[src/design/bba_pkg.sv]
package bba_pkg;

  // Map geometry
  localparam int NUM_BLOCKS = 2048;
  localparam int WORD_W     = 64;
  localparam int NUM_WORDS  = NUM_BLOCKS / WORD_W;
  localparam int ROW_W      = $clog2(NUM_WORDS);
  localparam int BIT_W      = $clog2(WORD_W);
  localparam int BLK_W      = 11;
  localparam int CFG_W      = 12;
  localparam int CFG_IDX_W  = 2;

  // Register reset values
  localparam logic [CFG_W-1:0] DATA_START_RST  = CFG_W'(39);
  localparam logic [CFG_W-1:0] BLOCK_COUNT_RST = CFG_W'(2048);

  // Register indexes
  localparam logic [CFG_IDX_W-1:0] REG_DATA_START  = CFG_IDX_W'(0);
  localparam logic [CFG_IDX_W-1:0] REG_BLOCK_COUNT = CFG_IDX_W'(1);

  typedef enum logic [1:0] {
    OP_ALLOC  = 2'd0,
    OP_FREE   = 2'd1,
    OP_FORMAT = 2'd2
  } opcode_t;

  typedef enum logic [1:0] {
    ST_OK    = 2'd0,
    ST_FULL  = 2'd1,
    ST_RANGE = 2'd2
  } status_t;

  typedef struct packed {
    opcode_t          opcode;
    logic [BLK_W-1:0] block_number;
  } in_item_t;

  typedef struct packed {
    status_t          status;
    logic [BLK_W-1:0] granted_block;
  } out_item_t;

  // Map row write port
  typedef struct packed {
    logic              en;
    logic [ROW_W-1:0]  addr;
    logic [WORD_W-1:0] data;
  } map_wr_t;

endpackage

[src/design/bba_map_ram.sv]
module bba_map_ram
  import bba_pkg::*;
(
  input  logic              clk,
  input  logic              rst_n,
  input  map_wr_t           wr,
  input  logic [ROW_W-1:0]  raddr,
  output logic [WORD_W-1:0] rdata
);

  logic [WORD_W-1:0] mem [NUM_WORDS];
  logic [NUM_WORDS-1:0] row_valid_r;
  logic [WORD_W-1:0]    rd_word_r;
  logic                 rd_valid_r;

  // Row storage, registered read
  always_ff @(posedge clk) begin
    if (wr.en) begin
      mem[wr.addr] <= wr.data;
    end
    rd_word_r <= mem[raddr];
  end

  // Per-row valid bits: a row never written since reset reads as all free
  always_ff @(posedge clk) begin
    if (!rst_n) begin
      row_valid_r <= '0;
      rd_valid_r  <= 1'b0;
    end else begin
      if (wr.en) begin
        row_valid_r[wr.addr] <= 1'b1;
      end
      rd_valid_r <= row_valid_r[raddr];
    end
  end

  assign rdata = rd_valid_r ? rd_word_r : '0;

endmodule

[src/design/bba_row_find.sv]
module bba_row_find
  import bba_pkg::*;
(
  input  logic [WORD_W-1:0] cand,
  output logic              found,
  output logic [BIT_W-1:0]  idx
);

  // Lowest set bit of the candidate word
  always_comb begin
    idx = '0;
    for (int i = WORD_W - 1; i >= 0; i--) begin
      if (cand[i]) begin
        idx = BIT_W'(i);
      end
    end
  end

  assign found = |cand;

endmodule

[src/design/bitmap_block_allocator.sv]
// First-fit block allocator over a 2048-bit used map held as 32 rows of 64 bits.
// Allocate: scans map rows in order from the data_start row to the first free bit; FULL if start >= bound.
// Free: read-modify-write of one row; out-of-range free and unused opcode answer without a map access.
// Format: writes every map row in turn, one row per cycle. One item at a time; result registered.
// Reset (rst_n low, synchronous) clears the map at once through per-row valid bits
// and sets data_start to 39 and block_count to 2048.
module bitmap_block_allocator
  import bba_pkg::*;
(
  input  logic                 clk,
  input  logic                 rst_n,
  input  logic                 in_valid,
  output logic                 in_stall,
  input  in_item_t             in_data,
  output logic                 out_valid,
  input  logic                 out_stall,
  output out_item_t            out_data,
  input  logic                 cfg_we,
  input  logic [CFG_IDX_W-1:0] cfg_index,
  input  logic [CFG_W-1:0]     cfg_wdata
);

  typedef enum logic [1:0] {
    S_IDLE,
    S_SCAN,
    S_FREE,
    S_FMT
  } state_t;

  state_t             state_r, state_nxt;
  logic [ROW_W-1:0]   row_r, row_nxt;
  logic [BLK_W-1:0]   blk_r, blk_nxt;
  logic               out_valid_r, out_valid_nxt;
  out_item_t          out_data_r, out_data_nxt;
  logic [CFG_W-1:0]   data_start_r, block_count_r;

  map_wr_t            map_wr;
  logic [ROW_W-1:0]   raddr;
  logic [WORD_W-1:0]  rdata;

  logic [CFG_W-1:0]   lim;
  logic [BLK_W-1:0]   last_blk;
  logic [ROW_W-1:0]   start_row, end_row;
  logic [CFG_W-1:0]   fmt_n;
  logic [WORD_W-1:0]  lo_mask, hi_mask, cand, fmt_mask, blk_bit;
  logic               hit;
  logic [BIT_W-1:0]   hit_idx;
  logic               accept, out_free;

  // Configuration registers
  always_ff @(posedge clk) begin
    if (!rst_n) begin
      data_start_r  <= DATA_START_RST;
      block_count_r <= BLOCK_COUNT_RST;
    end else if (cfg_we) begin
      if (cfg_index == REG_DATA_START) begin
        data_start_r <= cfg_wdata;
      end else if (cfg_index == REG_BLOCK_COUNT) begin
        block_count_r <= cfg_wdata;
      end
    end
  end

  // Scan bounds
  assign lim       = (block_count_r > CFG_W'(NUM_BLOCKS)) ? CFG_W'(NUM_BLOCKS)
                                                          : block_count_r;
  assign last_blk  = BLK_W'(lim - CFG_W'(1));
  assign start_row = data_start_r[BIT_W +: ROW_W];
  assign end_row   = last_blk[BIT_W +: ROW_W];
  assign fmt_n     = (data_start_r > CFG_W'(NUM_BLOCKS)) ? CFG_W'(NUM_BLOCKS)
                                                         : data_start_r;

  // Candidate free bits of the current row within [data_start, lim)
  assign lo_mask = (row_r == start_row) ? ({WORD_W{1'b1}} << data_start_r[BIT_W-1:0])
                                        : {WORD_W{1'b1}};
  assign hi_mask = (row_r == end_row)
                   ? ({WORD_W{1'b1}} >> (BIT_W'(WORD_W - 1) - last_blk[BIT_W-1:0]))
                   : {WORD_W{1'b1}};
  assign cand    = ~rdata & lo_mask & hi_mask;

  // Format pattern of the current row
  always_comb begin
    if (fmt_n[CFG_W-1:BIT_W] > (CFG_W - BIT_W)'(row_r)) begin
      fmt_mask = {WORD_W{1'b1}};
    end else if (fmt_n[CFG_W-1:BIT_W] == (CFG_W - BIT_W)'(row_r)) begin
      fmt_mask = ~({WORD_W{1'b1}} << fmt_n[BIT_W-1:0]);
    end else begin
      fmt_mask = '0;
    end
  end

  assign blk_bit = WORD_W'(1) << blk_r[BIT_W-1:0];

  bba_map_ram u_map (
    .clk   (clk),
    .rst_n (rst_n),
    .wr    (map_wr),
    .raddr (raddr),
    .rdata (rdata)
  );

  bba_row_find u_find (
    .cand  (cand),
    .found (hit),
    .idx   (hit_idx)
  );

  assign out_free = !out_valid_r || !out_stall;
  assign in_stall = (state_r != S_IDLE) || !out_free;
  assign accept   = in_valid && !in_stall;

  // Sequencer
  always_comb begin
    state_nxt     = state_r;
    row_nxt       = row_r;
    blk_nxt       = blk_r;
    out_valid_nxt = out_valid_r && out_stall;
    out_data_nxt  = out_data_r;
    raddr         = row_r;
    map_wr        = '0;

    unique case (state_r)
      S_IDLE: begin
        if (accept) begin
          unique case (in_data.opcode)
            OP_ALLOC: begin
              if (data_start_r < lim) begin
                raddr     = start_row;
                row_nxt   = start_row;
                state_nxt = S_SCAN;
              end else begin
                out_valid_nxt = 1'b1;
                out_data_nxt  = '{status: ST_FULL, granted_block: '0};
              end
            end
            OP_FREE: begin
              if ({1'b0, in_data.block_number} < lim) begin
                raddr     = in_data.block_number[BIT_W +: ROW_W];
                row_nxt   = in_data.block_number[BIT_W +: ROW_W];
                blk_nxt   = in_data.block_number;
                state_nxt = S_FREE;
              end else begin
                out_valid_nxt = 1'b1;
                out_data_nxt  = '{status: ST_RANGE, granted_block: '0};
              end
            end
            OP_FORMAT: begin
              row_nxt   = '0;
              state_nxt = S_FMT;
            end
            default: begin
              out_valid_nxt = 1'b1;
              out_data_nxt  = '{status: ST_OK, granted_block: '0};
            end
          endcase
        end
      end

      S_SCAN: begin
        if (hit) begin
          map_wr        = '{en: 1'b1, addr: row_r,
                            data: rdata | (WORD_W'(1) << hit_idx)};
          out_valid_nxt = 1'b1;
          out_data_nxt  = '{status: ST_OK, granted_block: {row_r, hit_idx}};
          state_nxt     = S_IDLE;
        end else if (row_r == end_row) begin
          out_valid_nxt = 1'b1;
          out_data_nxt  = '{status: ST_FULL, granted_block: '0};
          state_nxt     = S_IDLE;
        end else begin
          raddr   = row_r + ROW_W'(1);
          row_nxt = row_r + ROW_W'(1);
        end
      end

      S_FREE: begin
        map_wr        = '{en: 1'b1, addr: row_r, data: rdata & ~blk_bit};
        out_valid_nxt = 1'b1;
        out_data_nxt  = '{status: ST_OK, granted_block: '0};
        state_nxt     = S_IDLE;
      end

      S_FMT: begin
        map_wr = '{en: 1'b1, addr: row_r, data: fmt_mask};
        if (row_r == ROW_W'(NUM_WORDS - 1)) begin
          out_valid_nxt = 1'b1;
          out_data_nxt  = '{status: ST_OK, granted_block: '0};
          state_nxt     = S_IDLE;
        end else begin
          row_nxt = row_r + ROW_W'(1);
        end
      end

      default: begin
        state_nxt = S_IDLE;
      end
    endcase
  end

  // State and result register
  always_ff @(posedge clk) begin
    if (!rst_n) begin
      state_r     <= S_IDLE;
      out_valid_r <= 1'b0;
    end else begin
      state_r     <= state_nxt;
      out_valid_r <= out_valid_nxt;
    end
    row_r      <= row_nxt;
    blk_r      <= blk_nxt;
    out_data_r <= out_data_nxt;
  end

  assign out_valid = out_valid_r;
  assign out_data  = out_data_r;

endmodule
[config.mk]
export PLATFORM = sky130hd
export DESIGN_NAME = bitmap_block_allocator
export DESIGN_NICKNAME = d
export VERILOG_FILES = /design/src/design/bba_pkg.sv /design/src/design/bba_map_ram.sv /design/src/design/bba_row_find.sv /design/src/design/bitmap_block_allocator.sv
export SDC_FILE = /design/constraint.sdc
export NUM_CORES = 2
export LEC_CHECK = 0
export ABC_CLOCK_PERIOD_IN_PS = 13800
export BUFFER_PORTS_ARGS = -buffer_cell sky130_fd_sc_hd__buf_2
export CELL_PAD_IN_SITES_DETAIL_PLACEMENT = 1
export CELL_PAD_IN_SITES_GLOBAL_PLACEMENT = 2
export CORE_MARGIN = 3
export CORE_UTILIZATION = 32
export DETAILED_ROUTE_END_ITERATION = 10
export HOLD_SLACK_MARGIN = 0.1
export PLACE_DENSITY_LB_ADDON = 0.1
export SYNTH_ARGS = -nofsm -noshare
export SYNTH_HDL_FRONTEND = slang
export SYNTH_HIERARCHICAL = 1
export SYNTH_SLANG_ARGS = --single-unit
[constraint.sdc]
create_clock -name clk -period 13.8 [get_ports clk]
set_clock_uncertainty 0.1 [all_clocks]
set_input_delay 1.38 -clock clk [delete_from_list [all_inputs] [get_ports clk]]
set_output_delay 1.38 -clock clk [all_outputs]
set_load 0.03 [all_outputs]
==> results.sh <==
export IMPL_cts_sinks=2196
export IMPL_hp_class="register to register"
export IMPL_cts_buffer_depth=4
export IMPL_rsz0062_at_grt="false"
export IMPL_ys_warn_count=6
export IMPL_final_min_clock_period_ps=9861
export IMPL_fill_cells=26820
export IMPL_nets=4893
export IMPL_die_x_microns=533.5
export IMPL_cts_resized=0
export IMPL_combPwrFrac=0.130
export IMPL_grt_max_degree=103
export IMPL_drt_iter0_markers=4896
export IMPL_p_sw_mw=3.916
export IMPL_grt_first_pass_wirelength_microns=421700
export IMPL_totalWireLength_microns=304700
export IMPL_synth_edf_count=2072
export IMPL_synth_seq_area_share=0.7266
export IMPL_crit_path_start_kind="register"
export IMPL_synth_area_sq_mm=0.08904
export IMPL_core_area_sq_mm=0.2767
export IMPL_setup_viol=0
export IMPL_yosys_area_top_type="edfxtp_1"
export IMPL_io_pins=47
export IMPL_cts_buffers=241
export IMPL_syn_avg_cell_area_sq_um=19.38
export IMPL_syn_nets=4663
export IMPL_numPortBuffers=46
export IMPL_rows=193
export IMPL_vias=47770
export IMPL_hold_viol=0
export IMPL_gp_congestion=0.9268
export IMPL_clock_root_buffer="clkbuf_16"
export IMPL_cp_cell_sequence="inv_2, nand2_1, ha_1, inv_1, a21oi_1, o31ai_1, o32ai_1, o221a_2, buf_4, and3_2, a21oi_1, nor4_1, nand3_1, nand3b_1, inv_1, nand2_1, or4_1, nand4_1, buf_4, buf_4, mux4_2, mux4_2, mux2_2"
export IMPL_outcome="completed"
export IMPL_ctsHoldBuffers=0
export IMPL_power_total_mw=15.77
export IMPL_p_int_mw=11.86
export IMPL_drive_above_1_share=0.2832
export IMPL_cap_violations=0
export IMPL_p_sw_frac=0.2482
export IMPL_p_leak_nw=31.21
export IMPL_viasPerCell=5.472
export IMPL_cp_data_arrival_time_ps=10510
export IMPL_cts_tree="done"
export IMPL_drv_slew=0
export IMPL_routedWlPerCell_microns=34.90
export IMPL_relSlewSlack=0.07842
export IMPL_power_share_clock=0.394
export IMPL_start_util=0.3218
export IMPL_htree_num_levels=4
export IMPL_firstDrtPassIters=8
export IMPL_drcViolationCount=0
export IMPL_track_usage=0.2111
export IMPL_fp_dieH_microns=533.5
export IMPL_die_area_sq_mm=0.2846
export IMPL_synth_area_top_cells="edfxtp_1 70%, mux4_2 15%, dfxtp_1 2.8%"
export IMPL_cp_required_ps=14450
export IMPL_antenna_found_initial=12
export IMPL_p_seq_frac=0.477
export IMPL_crit_type="register to register"
export IMPL_synth_top_area_frac=0.6988
export IMPL_dp_hpwl_microns=168700
export IMPL_async_flop_share=0
export IMPL_max_freq_ghz=0.1014
export IMPL_endpoint_kind="register"
export IMPL_worstPathMaxFanout=44
export IMPL_clkSlewWorstSetupHoldPaths_ps=60
export IMPL_ir_worst_vdd_uv=115.3
export IMPL_cpMostUsedCell="buf_4"
export IMPL_grt_pass1_vias=49990
export IMPL_worst_pin_slew_ps=1377
export IMPL_yosys_cell_types_count=90
export IMPL_setup_tns_ps=0
export IMPL_yosys_register_bits=2196
export IMPL_post_route_period_util=0.7145
export IMPL_synthCells=4594
export IMPL_power_density_mw_per_mm2=153.8
export IMPL_clk_latency_ps=920
export IMPL_detail_route_antenna_nets=0
export IMPL_gr_total_overflow=0
export IMPL_syn_to_final_growth_pct=15.17
export IMPL_slowest_delay_ps=880
export IMPL_crit_slowest_cell="and3_2"
export IMPL_synth_ff_type="edfxtp_1"
export IMPL_final_core_util=0.3706
export IMPL_cts_setup_buffers=0
-- layout by cell type (no fill, tap or decap), drive strengths merged, types with 47 or more instances in the layout --
| master | netlist | layout |
|---|---|---|
| nand2 | 233 | 233 |
| clkbuf | 147 | 343 |
| nor2 | 225 | 225 |
| and2 | 72 | 72 |
| dfxtp | 124 | 124 |
| buf | 130 | 264 |
| mux2i | 47 | 47 |
| clkinv | 2 | 83 |
| a221oi | 57 | 57 |
| o21ai | 124 | 124 |
| edfxtp | 2072 | 2072 |
| mux4 | 603 | 603 |
| a21oi | 124 | 124 |
| mux2 | 79 | 79 |
-- cell usage after synthesis (30+ instances only) --
| cell | count |
|---|---|
| mux2i_1 | 47 |
| ha_1 | 37 |
| inv_1 | 30 |
| buf_2 | 76 |
| nor2_1 | 223 |
| mux4_2 | 603 |
| dfxtp_1 | 124 |
| nor3_1 | 30 |
| clkbuf_1 | 145 |
| nand2_1 | 232 |
| a221oi_1 | 44 |
| mux2_2 | 79 |
| nand3_1 | 37 |
| edfxtp_1 | 2072 |
| and2_1 | 72 |
| a21oi_1 | 123 |
| o21ai_0 | 121 |
-- worst max-delay path: cells and delay by family, from the launching register on --
family	cells	cell delay (ps)
flops	1	750
buf+inv	6	2290
compound gates	5	1080
fa+ha+maj	1	220
simple gates	8	3900
mux	3	1190
-- cell type report --
class	instances	area (sq um)	area share
Antenna cell	2	5.005	0.00004880
Inverter	35	132.6	0.001293
Sequential cell	2196	64700	0.6309
Multi-Input combinational cell	2086	23520	0.2293
Clock buffer	343	6686	0.06520
Clock inverter	100	867.1	0.008455
Timing Repair Buffer	264	2007	0.01957
Tap cell	3705	4636	0.04520
-- registers in the layout, summed over array words and instances (netlist names) --
name               flops
u_map/mem           2048
blk_r                  6
u_map/rd_valid_r       1
block_count_r         12
out_data              13
out_valid              1
state_r                2
u_map/rd_word_r       64
row_r                  5
data_start_r          12
u_map/row_valid_r     32
-- per-stage QoR --
step | hold slack, ps | instances | setup WS, ps | area, sq um
detailed placement | 352.8 | 8284 | 4005 | 94960
CTS | 366.6 | 8727 | 3933 | 102500
global placement | 343.7 | 8284 | 4057 | 94960
floorplan | 334.8 | 4594 | 5850 | 89040
global route | 392.9 | 8730 | 3238 | 102600
finish | 367.0 | 8731 | 3939 | 102600
-- power groups by stage --
stage | logic, mW | clock network, mW | registers, mW
floorplan | 1.44 | 0 | 7.54
global route | 2.19 | 6.65 | 7.52
detailed placement | 2.08 | 0 | 7.66
CTS | 2.09 | 6.39 | 7.52
global placement | 2.07 | 0 | 7.67
finish | 2.05 | 6.21 | 7.52
-- layer usage --
metal  up-vias  share of wire  global-route usage
met5         -              0                   0
met4         0          0.026             0.05658
met3       363          0.047             0.02397
met2      1382           0.46              0.3295
met1     26540           0.47              0.3135
li1      19490              -                   -
-- worst paths after layout --
path | endpoint | cells past startpoint | startpoint | slack (ps)
setup reg to reg | u_map/rd_word_r[34]$_DFF_P_ | 23 | block_count_r[11]$_SDFFE_PN1P_ | 3940
hold reg to reg | u_map/row_valid_r[19]$_SDFFE_PN0P_ | 1 | u_map/row_valid_r[19]$_SDFFE_PN0P_ | 370
hold / removal | u_map/row_valid_r[19]$_SDFFE_PN0P_ | 1 | u_map/row_valid_r[19]$_SDFFE_PN0P_ | 370
setup / recovery | u_map/rd_word_r[34]$_DFF_P_ | 23 | block_count_r[11]$_SDFFE_PN1P_ | 3940
-- cells by family (layout without fill, tap and decap cells) --
kind of cell | count (synthesis) | in the layout | synth area share
compound gates | 522 | 522 | 0.04016
xor+xnor | 10 | 10 | 0.0009837
fa+ha+maj | 37 | 37 | 0.005199
buf+inv | 312 | 742 | 0.01577
flops | 2196 | 2196 | 0.7266
mux | 729 | 729 | 0.1678
other cells | 0 | 2 | 0
simple gates | 788 | 788 | 0.04348
Power figures use the tool's default switching activity.
